`config.mk`:
```
export PLATFORM = sky130hd
export DESIGN_NAME = biquad_lowpass_highpass_filter
export DESIGN_NICKNAME = d
export VERILOG_FILES = /design/src/hdl/bqf_pkg.sv /design/src/hdl/bqf_regs.sv /design/src/hdl/bqf_ctrl.sv /design/src/hdl/bqf_dp.sv /design/src/hdl/biquad_lowpass_highpass_filter.sv
export SDC_FILE = /design/constraint.sdc
export NUM_CORES = 2
export LEC_CHECK = 0
export BUFFER_PORTS_ARGS = -buffer_cell sky130_fd_sc_hd__buf_4
export CORE_MARGIN = 3
export CORE_UTILIZATION = 40
export CTS_BUF_LIST = sky130_fd_sc_hd__clkbuf_16
export CTS_CLUSTER_DIAMETER = 200
export DETAILED_ROUTE_END_ITERATION = 12
export GPL_TIMING_DRIVEN = 0
export HOLD_SLACK_MARGIN = 0.1
export PLACE_DENSITY = 0.53
export SETUP_SLACK_MARGIN = 0.3
export SLEW_MARGIN = 10
export SYNTH_ARGS = -nofsm -noshare
export SYNTH_HDL_FRONTEND = slang
export SYNTH_SLANG_ARGS = --single-unit
```
`constraint.sdc`:
```
create_clock -name clk_i -period 14.2 [get_ports clk_i]
set_input_delay 0 -clock clk_i [delete_from_list [all_inputs] [get_ports clk_i]]
set_output_delay 0 -clock clk_i [all_outputs]
set_load 0.1 [all_outputs]
```
`src/hdl/bqf_pkg.sv`:
```
// bqf_pkg: shared types and constants of the biquad lowpass/highpass filter
// used by the register block, controller, datapath and top level
`default_nettype none
package bqf_pkg;

  localparam int SAMPLE_BITS_DEF    = 24;
  localparam int COEF_FRAC_BITS_DEF = 20;
  localparam int COEF_BITS          = 24;
  localparam int STATE_BITS         = 48;
  localparam int ADDR_W             = 5;
  localparam int DATA_W             = 32;
  localparam int REG_IDX_W          = ADDR_W - 2;

  typedef enum logic [REG_IDX_W-1:0] {
    REG_MODE,
    REG_LP_OUTER,
    REG_LP_MIDDLE,
    REG_HP_OUTER,
    REG_HP_MIDDLE,
    REG_FB_FIRST,
    REG_FB_SECOND
  } reg_idx_e;

  typedef enum logic {
    MODE_LOWPASS,
    MODE_HIGHPASS
  } mode_e;

  typedef struct packed {
    mode_e                        mode;
    logic signed [COEF_BITS-1:0]  lp_outer;
    logic signed [COEF_BITS-1:0]  lp_middle;
    logic signed [COEF_BITS-1:0]  hp_outer;
    logic signed [COEF_BITS-1:0]  hp_middle;
    logic signed [COEF_BITS-1:0]  fb_first;
    logic signed [COEF_BITS-1:0]  fb_second;
  } cfg_t;

  typedef enum logic [2:0] {
    MUL_NONE,
    MUL_OUTER_X,
    MUL_MIDDLE_X,
    MUL_FB1_Y,
    MUL_FB2_Y
  } mul_op_e;

  typedef struct packed {
    logic    ld_x;
    mul_op_e mul_op;
    logic    round_en;
    logic    acc_en;
    logic    wr_s1;
    logic    wr_s2;
    logic    push;
  } cmd_t;

  typedef struct packed {
    logic slot_free;
  } status_t;

  typedef enum logic [2:0] {
    ST_IDLE,
    ST_MUL_OUTER,
    ST_ROUND,
    ST_FB1,
    ST_UPD_S1,
    ST_UPD_S2,
    ST_WAIT_OUT
  } ctrl_state_e;

endpackage
`default_nettype wire

```
`src/hdl/bqf_regs.sv`:
```
// bqf_regs: apb-style configuration registers (mode and six coefficients)
// depends on bqf_pkg
`default_nettype none
module bqf_regs (
  input  wire logic                        clk_i,
  input  wire logic                        rst_ni,
  input  wire logic                        psel,
  input  wire logic                        penable,
  input  wire logic                        pwrite,
  input  wire logic [bqf_pkg::ADDR_W-1:0]  paddr,
  input  wire logic [bqf_pkg::DATA_W-1:0]  pwdata,
  output logic      [bqf_pkg::DATA_W-1:0]  prdata,
  output logic                             pready,
  output bqf_pkg::cfg_t                    cfg_o
);

  localparam int CW = bqf_pkg::COEF_BITS;

  bqf_pkg::cfg_t     cfg_q, cfg_d;
  bqf_pkg::reg_idx_e idx;
  logic              wr_en;
  logic [CW-1:0]     wcoef;

  assign idx    = bqf_pkg::reg_idx_e'(paddr[bqf_pkg::ADDR_W-1:2]);
  assign wr_en  = psel & penable & pwrite;
  assign wcoef  = pwdata[CW-1:0];
  assign pready = 1'b1;
  assign cfg_o  = cfg_q;

  always_comb begin
    cfg_d = cfg_q;
    if (wr_en) begin
      case (idx)
        bqf_pkg::REG_MODE:      cfg_d.mode      = bqf_pkg::mode_e'(pwdata[0]);
        bqf_pkg::REG_LP_OUTER:  cfg_d.lp_outer  = wcoef;
        bqf_pkg::REG_LP_MIDDLE: cfg_d.lp_middle = wcoef;
        bqf_pkg::REG_HP_OUTER:  cfg_d.hp_outer  = wcoef;
        bqf_pkg::REG_HP_MIDDLE: cfg_d.hp_middle = wcoef;
        bqf_pkg::REG_FB_FIRST:  cfg_d.fb_first  = wcoef;
        bqf_pkg::REG_FB_SECOND: cfg_d.fb_second = wcoef;
        default:                cfg_d = cfg_q;
      endcase
    end
  end

  always_comb begin
    case (idx)
      bqf_pkg::REG_MODE:      prdata = bqf_pkg::DATA_W'(cfg_q.mode);
      bqf_pkg::REG_LP_OUTER:  prdata = bqf_pkg::DATA_W'($unsigned(cfg_q.lp_outer));
      bqf_pkg::REG_LP_MIDDLE: prdata = bqf_pkg::DATA_W'($unsigned(cfg_q.lp_middle));
      bqf_pkg::REG_HP_OUTER:  prdata = bqf_pkg::DATA_W'($unsigned(cfg_q.hp_outer));
      bqf_pkg::REG_HP_MIDDLE: prdata = bqf_pkg::DATA_W'($unsigned(cfg_q.hp_middle));
      bqf_pkg::REG_FB_FIRST:  prdata = bqf_pkg::DATA_W'($unsigned(cfg_q.fb_first));
      bqf_pkg::REG_FB_SECOND: prdata = bqf_pkg::DATA_W'($unsigned(cfg_q.fb_second));
      default:                prdata = '0;
    endcase
  end

  always_ff @(posedge clk_i or negedge rst_ni) begin
    if (!rst_ni) begin
      cfg_q <= '0;
    end else begin
      cfg_q <= cfg_d;
    end
  end

endmodule
`default_nettype wire

```
`src/hdl/bqf_ctrl.sv`:
```
// bqf_ctrl: sequencer for one sample through the shared multiplier
// depends on bqf_pkg; drives bqf_dp through cmd_t, reads status_t
`default_nettype none
module bqf_ctrl (
  input  wire logic             clk_i,
  input  wire logic             rst_ni,
  input  wire logic             in_valid_i,
  output logic                  in_ready_o,
  input  wire bqf_pkg::status_t st_i,
  output bqf_pkg::cmd_t         cmd_o
);

  bqf_pkg::ctrl_state_e state_q, state_d;

  always_ff @(posedge clk_i or negedge rst_ni) begin
    if (!rst_ni) begin
      state_q <= bqf_pkg::ST_IDLE;
    end else begin
      state_q <= state_d;
    end
  end

  always_comb begin
    state_d    = state_q;
    in_ready_o = 1'b0;
    cmd_o      = '0;
    cmd_o.mul_op = bqf_pkg::MUL_NONE;
    case (state_q)
      bqf_pkg::ST_IDLE: begin
        in_ready_o = 1'b1;
        if (in_valid_i) begin
          cmd_o.ld_x = 1'b1;
          state_d    = bqf_pkg::ST_MUL_OUTER;
        end
      end
      bqf_pkg::ST_MUL_OUTER: begin
        cmd_o.mul_op = bqf_pkg::MUL_OUTER_X;
        state_d      = bqf_pkg::ST_ROUND;
      end
      bqf_pkg::ST_ROUND: begin
        // output sample formed while the middle tap product starts
        cmd_o.round_en = 1'b1;
        cmd_o.mul_op   = bqf_pkg::MUL_MIDDLE_X;
        state_d        = bqf_pkg::ST_FB1;
      end
      bqf_pkg::ST_FB1: begin
        cmd_o.acc_en = 1'b1;
        cmd_o.mul_op = bqf_pkg::MUL_FB1_Y;
        state_d      = bqf_pkg::ST_UPD_S1;
      end
      bqf_pkg::ST_UPD_S1: begin
        cmd_o.wr_s1  = 1'b1;
        cmd_o.mul_op = bqf_pkg::MUL_FB2_Y;
        state_d      = bqf_pkg::ST_UPD_S2;
      end
      bqf_pkg::ST_UPD_S2: begin
        cmd_o.wr_s2 = 1'b1;
        if (st_i.slot_free) begin
          cmd_o.push = 1'b1;
          state_d    = bqf_pkg::ST_IDLE;
        end else begin
          state_d    = bqf_pkg::ST_WAIT_OUT;
        end
      end
      bqf_pkg::ST_WAIT_OUT: begin
        if (st_i.slot_free) begin
          cmd_o.push = 1'b1;
          state_d    = bqf_pkg::ST_IDLE;
        end
      end
      default: begin
        state_d = bqf_pkg::ST_IDLE;
      end
    endcase
  end

endmodule
`default_nettype wire

```
`src/hdl/bqf_dp.sv`:
```
// bqf_dp: biquad datapath - shared multiplier, accumulator, section state,
// output word register; depends on bqf_pkg
`default_nettype none
module bqf_dp #(
  parameter int SAMPLE_BITS    = bqf_pkg::SAMPLE_BITS_DEF,
  parameter int COEF_FRAC_BITS = bqf_pkg::COEF_FRAC_BITS_DEF
) (
  input  wire logic                    clk_i,
  input  wire logic                    rst_ni,
  input  wire bqf_pkg::cfg_t           cfg_i,
  input  wire bqf_pkg::cmd_t           cmd_i,
  output bqf_pkg::status_t             st_o,
  input  wire logic [SAMPLE_BITS-1:0]  sample_in_i,
  input  wire logic                    out_ready_i,
  output logic                         out_valid_o,
  output logic      [SAMPLE_BITS-1:0]  sample_out_o
);

  localparam int SW  = SAMPLE_BITS;
  localparam int CW  = bqf_pkg::COEF_BITS;
  localparam int STW = bqf_pkg::STATE_BITS;
  localparam int PW  = SW + CW;
  localparam int MW  = (PW > STW) ? PW : STW;
  localparam int AW  = MW + 2;
  localparam logic signed [AW-1:0] ROUND_HALF =
    {{(AW-1){1'b0}}, 1'b1} << (COEF_FRAC_BITS - 1);

  function automatic logic signed [SW-1:0] sat_sample(logic signed [AW-1:0] v);
    logic [AW-SW:0] top;
    top = v[AW-1:SW-1];
    if ((&top) || !(|top)) begin
      return v[SW-1:0];
    end
    return {v[AW-1], {(SW-1){~v[AW-1]}}};
  endfunction

  function automatic logic signed [STW-1:0] sat_state(logic signed [AW-1:0] v);
    logic [AW-STW:0] top;
    top = v[AW-1:STW-1];
    if ((&top) || !(|top)) begin
      return v[STW-1:0];
    end
    return {v[AW-1], {(STW-1){~v[AW-1]}}};
  endfunction

  logic signed [SW-1:0]  x_q, y_q, out_q;
  logic signed [PW-1:0]  p_q, g0x_q, prod;
  logic signed [AW-1:0]  acc_q;
  logic signed [STW-1:0] lp_s1_q, lp_s2_q, hp_s1_q, hp_s2_q;
  logic                  out_valid_q;

  logic signed [STW-1:0] s1_sel, s2_sel, s_new;
  logic signed [CW-1:0]  g_outer, g_middle, coef_op;
  logic signed [SW-1:0]  smp_op, y_d;
  logic signed [AW-1:0]  rnd_sum, rnd_shift, s1_sum, s2_sum;
  logic                  hp;

  assign hp       = (cfg_i.mode == bqf_pkg::MODE_HIGHPASS);
  assign g_outer  = hp ? cfg_i.hp_outer  : cfg_i.lp_outer;
  assign g_middle = hp ? cfg_i.hp_middle : cfg_i.lp_middle;
  assign s1_sel   = hp ? hp_s1_q : lp_s1_q;
  assign s2_sel   = hp ? hp_s2_q : lp_s2_q;

  always_comb begin
    case (cmd_i.mul_op)
      bqf_pkg::MUL_OUTER_X:  begin coef_op = g_outer;         smp_op = x_q; end
      bqf_pkg::MUL_MIDDLE_X: begin coef_op = g_middle;        smp_op = x_q; end
      bqf_pkg::MUL_FB1_Y:    begin coef_op = cfg_i.fb_first;  smp_op = y_q; end
      bqf_pkg::MUL_FB2_Y:    begin coef_op = cfg_i.fb_second; smp_op = y_q; end
      default:               begin coef_op = g_outer;         smp_op = x_q; end
    endcase
  end

  assign prod = PW'(coef_op) * PW'(smp_op);

  // y = sat(floor((a0*x + s1 + half) / 2^F))
  assign rnd_sum   = AW'(p_q) + AW'(s1_sel) + ROUND_HALF;
  assign rnd_shift = rnd_sum >>> COEF_FRAC_BITS;
  assign y_d       = sat_sample(rnd_shift);

  // acc holds a1*x + s2, p holds b1*y during the s1 update
  assign s1_sum = acc_q - AW'(p_q);
  assign s2_sum = AW'(g0x_q) - AW'(p_q);
  assign s_new  = cmd_i.wr_s1 ? sat_state(s1_sum) : sat_state(s2_sum);

  always_ff @(posedge clk_i) begin
    if (cmd_i.ld_x) begin
      x_q <= sample_in_i;
    end
    if (cmd_i.mul_op != bqf_pkg::MUL_NONE) begin
      p_q <= prod;
    end
    if (cmd_i.round_en) begin
      y_q   <= y_d;
      g0x_q <= p_q;
    end
    if (cmd_i.acc_en) begin
      acc_q <= AW'(p_q) + AW'(s2_sel);
    end
    if (cmd_i.push) begin
      out_q <= y_q;
    end
  end

  always_ff @(posedge clk_i or negedge rst_ni) begin
    if (!rst_ni) begin
      lp_s1_q <= '0;
      lp_s2_q <= '0;
      hp_s1_q <= '0;
      hp_s2_q <= '0;
    end else begin
      if (cmd_i.wr_s1 && !hp) lp_s1_q <= s_new;
      if (cmd_i.wr_s1 &&  hp) hp_s1_q <= s_new;
      if (cmd_i.wr_s2 && !hp) lp_s2_q <= s_new;
      if (cmd_i.wr_s2 &&  hp) hp_s2_q <= s_new;
    end
  end

  always_ff @(posedge clk_i or negedge rst_ni) begin
    if (!rst_ni) begin
      out_valid_q <= 1'b0;
    end else if (cmd_i.push) begin
      out_valid_q <= 1'b1;
    end else if (out_ready_i) begin
      out_valid_q <= 1'b0;
    end
  end

  assign st_o.slot_free = !out_valid_q || out_ready_i;
  assign out_valid_o    = out_valid_q;
  assign sample_out_o   = out_q;

endmodule
`default_nettype wire

```
`src/hdl/biquad_lowpass_highpass_filter.sv`:
```
// biquad_lowpass_highpass_filter: second-order iir filter, transposed direct
// form ii, lowpass or highpass section picked by the mode register.
// Input channel: in_valid_i/in_ready_o with sample_in_i, one signed word per
// sample. Output channel: out_valid_o/out_ready_i with sample_out_o, one
// saturated signed word per input word, in order.
// Configuration: apb-style port, register i at byte address 4*i (mode, lp
// outer, lp middle, hp outer, hp middle, fb first, fb second). Write only
// while the filter is idle; pready is always high.
// Timing: a word is taken in the idle state and its result is written to the
// output register at the push; no new word is taken until that result is in the
// output register, since the four products of a sample go through the one
// shared multiplier in sequence.
// Stall: the output register holds a finished word while the next word is
// computed; if it is still full when the next result is ready, the sequencer
// waits and in_ready_o stays low until the receiver takes a word.
// Reset: the configuration registers and the four section state words clear to
// zero, the output is empty, mode is lowpass.
// Depends on bqf_pkg, bqf_regs, bqf_ctrl, bqf_dp.
`default_nettype none
module biquad_lowpass_highpass_filter #(
  parameter int SAMPLE_BITS    = bqf_pkg::SAMPLE_BITS_DEF,
  parameter int COEF_FRAC_BITS = bqf_pkg::COEF_FRAC_BITS_DEF
) (
  input  wire logic                        clk_i,
  input  wire logic                        rst_ni,
  input  wire logic                        psel,
  input  wire logic                        penable,
  input  wire logic                        pwrite,
  input  wire logic [bqf_pkg::ADDR_W-1:0]  paddr,
  input  wire logic [bqf_pkg::DATA_W-1:0]  pwdata,
  output logic      [bqf_pkg::DATA_W-1:0]  prdata,
  output logic                             pready,
  input  wire logic                        in_valid_i,
  output logic                             in_ready_o,
  input  wire logic [SAMPLE_BITS-1:0]      sample_in_i,
  output logic                             out_valid_o,
  input  wire logic                        out_ready_i,
  output logic      [SAMPLE_BITS-1:0]      sample_out_o
);

  bqf_pkg::cfg_t    cfg;
  bqf_pkg::cmd_t    cmd;
  bqf_pkg::status_t st;

  bqf_regs u_regs (
    .clk_i   (clk_i),
    .rst_ni  (rst_ni),
    .psel    (psel),
    .penable (penable),
    .pwrite  (pwrite),
    .paddr   (paddr),
    .pwdata  (pwdata),
    .prdata  (prdata),
    .pready  (pready),
    .cfg_o   (cfg)
  );

  bqf_ctrl u_ctrl (
    .clk_i      (clk_i),
    .rst_ni     (rst_ni),
    .in_valid_i (in_valid_i),
    .in_ready_o (in_ready_o),
    .st_i       (st),
    .cmd_o      (cmd)
  );

  bqf_dp #(
    .SAMPLE_BITS    (SAMPLE_BITS),
    .COEF_FRAC_BITS (COEF_FRAC_BITS)
  ) u_dp (
    .clk_i        (clk_i),
    .rst_ni       (rst_ni),
    .cfg_i        (cfg),
    .cmd_i        (cmd),
    .st_o         (st),
    .sample_in_i  (sample_in_i),
    .out_ready_i  (out_ready_i),
    .out_valid_o  (out_valid_o),
    .sample_out_o (sample_out_o)
  );

endmodule
`default_nettype wire

```
==> results.toml <==
[outcome]
outcome = "finished clean"

[worst_setup_path]
critPathMaxStageDelay_ps = 950
crit_path_top_delay_cell = "mux2i_2"
worstPathMaxFanout = 10
cp-end-kind = "flip-flop"
cp-start-kind = "flip-flop"
crit_type = "reg2reg"
required_ps = 14620
r2r_end = "u_dp.p_q[44]$_DFFE_PP_"
r2r_start = "u_ctrl.state_q[2]$_DFFE_PN0P_"
crit_arrival_ps = 12900
regToRegSetupSlack_ps = 1720
path_common_cell = "fa_1"
reg2reg_depth = 33

[sta]
min_period_over_period = 0.879
max_freq_mhz = 80.1
fin_setup_tns_ps = 0
fin_worst_skew_ps = 52.9
hold_viol = 0
max_slew_margin = 0.120
maxSlewViolCount = 0
setup_viol = 0
worst_slew_pin_slew_ps = 1310
min_period_ps = 12480
rsz0062_at_grt = "no"

[yosys]
synth-seq-cells = 558
synthCells = 5701
ys_types = 99
synth_edf_count = 217
async_reset_ff_frac = 0.611
yosysWarnings = 0
synth_area_mm2 = 0.0550
synth_top_area_cell = "fa_1"
synth.avg_cell_area_um2 = 9.65
yosysSeqAreaShare = 0.273
synthTopCellsByArea = "fa_1, dfrtp_1, edfxtp_1"
synth_top_cell_area_share = 0.222
synthFlopType = "dfrtp_1"

[drt]
wl_per_cell_um = 24.8
drc = 0
dr.pass1.iters = 5
drt_iter0_drc = 3344
ant_nets = 0
vias = 44000
via_per_inst = 5.62
drt_wl_total_mm = 195

[place]
placed_cell_area_mm2 = 0.0587
dp_cells = 7626
gp_congestion = 0.965
portBuffers = 107
place_hpwl_mm = 158

[clocking]
cts.sinks = 558
postCtsResizedCells = 0
path_clk_slew_ps = 60
clk_latency_ps = 700
cts_setup_buffers = 0
clockBufferDepth = 3
h-tree-depth = 3
cts_tree = "yes"
cts_made_buffers = 71
root_buffer = "clkbuf_16"

[hold_path]
holdCritPathClass = "in2reg"
worstHoldStart = "pwrite"
hold_depth = 4
min_to = "u_regs.cfg_o[48]$_DFFE_PN0P_"

[global_routing]
grt_pass1_wl_mm = 291
antenna_found_initial = 2
grt_pass1_vias = 44900
grt_max_degree = 102
grt-ovfl-total = 0
grt_usage = 0.276

[finish]
drive_gt1_frac = 0.103
mostFrequentLayoutCells = "inv_1, fa_1, nor2_1"
design_area_mm2 = 0.0617
area_growth_pct = 12.2
final_common_cell = "inv_1"
fin_nets = 7005
final_cells = 7838

[floorplan]
die-area_mm2 = 0.142
die_x_um = 377
io_pins = 127
die_height_um = 377
core_area_mm2 = 0.136
core.rowCount = 135
start_util = 0.405

[job]
maxCapViolations = 0
-- timing repair --
| action | 4_1_cts | 5_1_grt |
|---|---|---|
| endpoints found under the setup margin | 0 | 0 |
| hold endpoints to repair | 340 | 0 |
| hold buffers | 82 | 0 |
-- worst max-delay path, delay by kind of cell (launching register included) --
family                     cells  cell delay (ps)
adders and majority gates      8             3840
AOI/OAI and AO/OA              7             2300
buffers and inverters          9             2280
and+or+nand+nor                7             2010
muxes                          1              950
xor gates and xnor gates       1              430
DFF                            1              340
-- worst max path at each step --
stage,startpoint,end,cells past startpoint
6_report,u_ctrl.state_q[2]$_DFFE_PN0P_,u_dp.p_q[44]$_DFFE_PP_,33
5_1_grt,u_ctrl.state_q[2]$_DFFE_PN0P_,u_dp.p_q[46]$_DFFE_PP_,33
2_1_floorplan,u_ctrl.state_q[1]$_DFFE_PN0P_,u_dp.p_q[41]$_DFFE_PP_,33
4_1_cts,u_ctrl.state_q[2]$_DFFE_PN0P_,u_dp.p_q[46]$_DFFE_PP_,33
3_3_place_gp,u_ctrl.state_q[2]$_DFFE_PN0P_,u_dp.p_q[46]$_DFFE_PP_,33
3_5_place_dp,u_ctrl.state_q[2]$_DFFE_PN0P_,u_dp.p_q[46]$_DFFE_PP_,33
-- stage by stage --
step | hold WS [ps] | setup WS [ps] | utilization
finish | 157 | 1720 | 0.454
global route | 140 | 1380 | 0.454
CTS | 106 | 1900 | 0.454
detailed placement | 8.67 | 1920 | 0.431
global placement | 179 | 1520 | 0.427
floorplan | -296 | 5450 | -
-- cell type report --
cell class | instances | area (um^2)
antenna | 2 | 5.00
timing repair buffer | 219 | 2060
clock inverter | 54 | 380
sequential | 558 | 15000
fill | 13200 | 74200
tap | 1781 | 2230
multi-input combinational | 4168 | 36400
buffer | 247 | 1010
clock buffer | 74 | 1850
inverter | 735 | 2760
-- flip-flops by register name, summed over array words and instances, names as in the netlist --
name and flops:
u_regs.cfg_o 145, u_dp.acc_q 49, u_dp.g0x_q 48, u_dp.hp_s1_q 48, u_dp.hp_s2_q 48, u_dp.lp_s1_q 48, u_dp.lp_s2_q 48, u_dp.p_q 48
u_dp.sample_out_o 24, u_dp.x_q 24, u_dp.y_q 24, u_ctrl.state_q 3, u_dp.out_valid_o 1
-- logic make-up after synthesis --
group,synth area share
AND/OR/NAND/NOR,0.127
AO/OA/AOI/OAI,0.129
buffers and inverters,0.0685
adder cells (fa/ha/maj),0.296
flip-flops,0.273
multiplexers,0.0723
XOR/XNOR,0.0325
other,0.000136
-- Yosys cell counts (10+ instances only) --
cell type  instances
a21boi_0          12
clkbuf_1         197
buf_1             24
buf_4             10
nor2b_1           38
buf_2             12
or3_1             22
mux2i_1           74
a211oi_1          53
or2_2             22
nor3_1            93
o211ai_1          25
dfrtp_1          341
a31oi_1           30
a22oi_1           71
o31ai_1           14
o21a_1            36
nand2_1          467
a211o_1           31
and2_1            25
o21ai_0          140
nand4_1           32
and3_1            33
inv_1            734
mux2_2           260
o22a_1            11
o21ai_1           10
ha_1             327
fa_1             610
o21bai_1          41
o311ai_0          14
nand2b_1          44
a21o_1           135
nand3_1          135
xor2_1            60
xnor2_1          144
edfxtp_1         217
nor2_1           601
a21oi_1          370
mux2_4            20
nor4_1            13
-- per-layer routing --
layer | up-vias | GRT usage | routed length (um)
met5 | - | 0 | 0
met2 | 1673 | 0.448 | 89600
met1 | 22100 | 0.360 | 81300
met4 | 0 | 0.131 | 10800
li1 | 19800 | - | -
met3 | 450 | 0.0434 | 12800
Power is not shown: default switching activity piles up to over one toggle a cycle in this logic, so the estimate is an artifact.
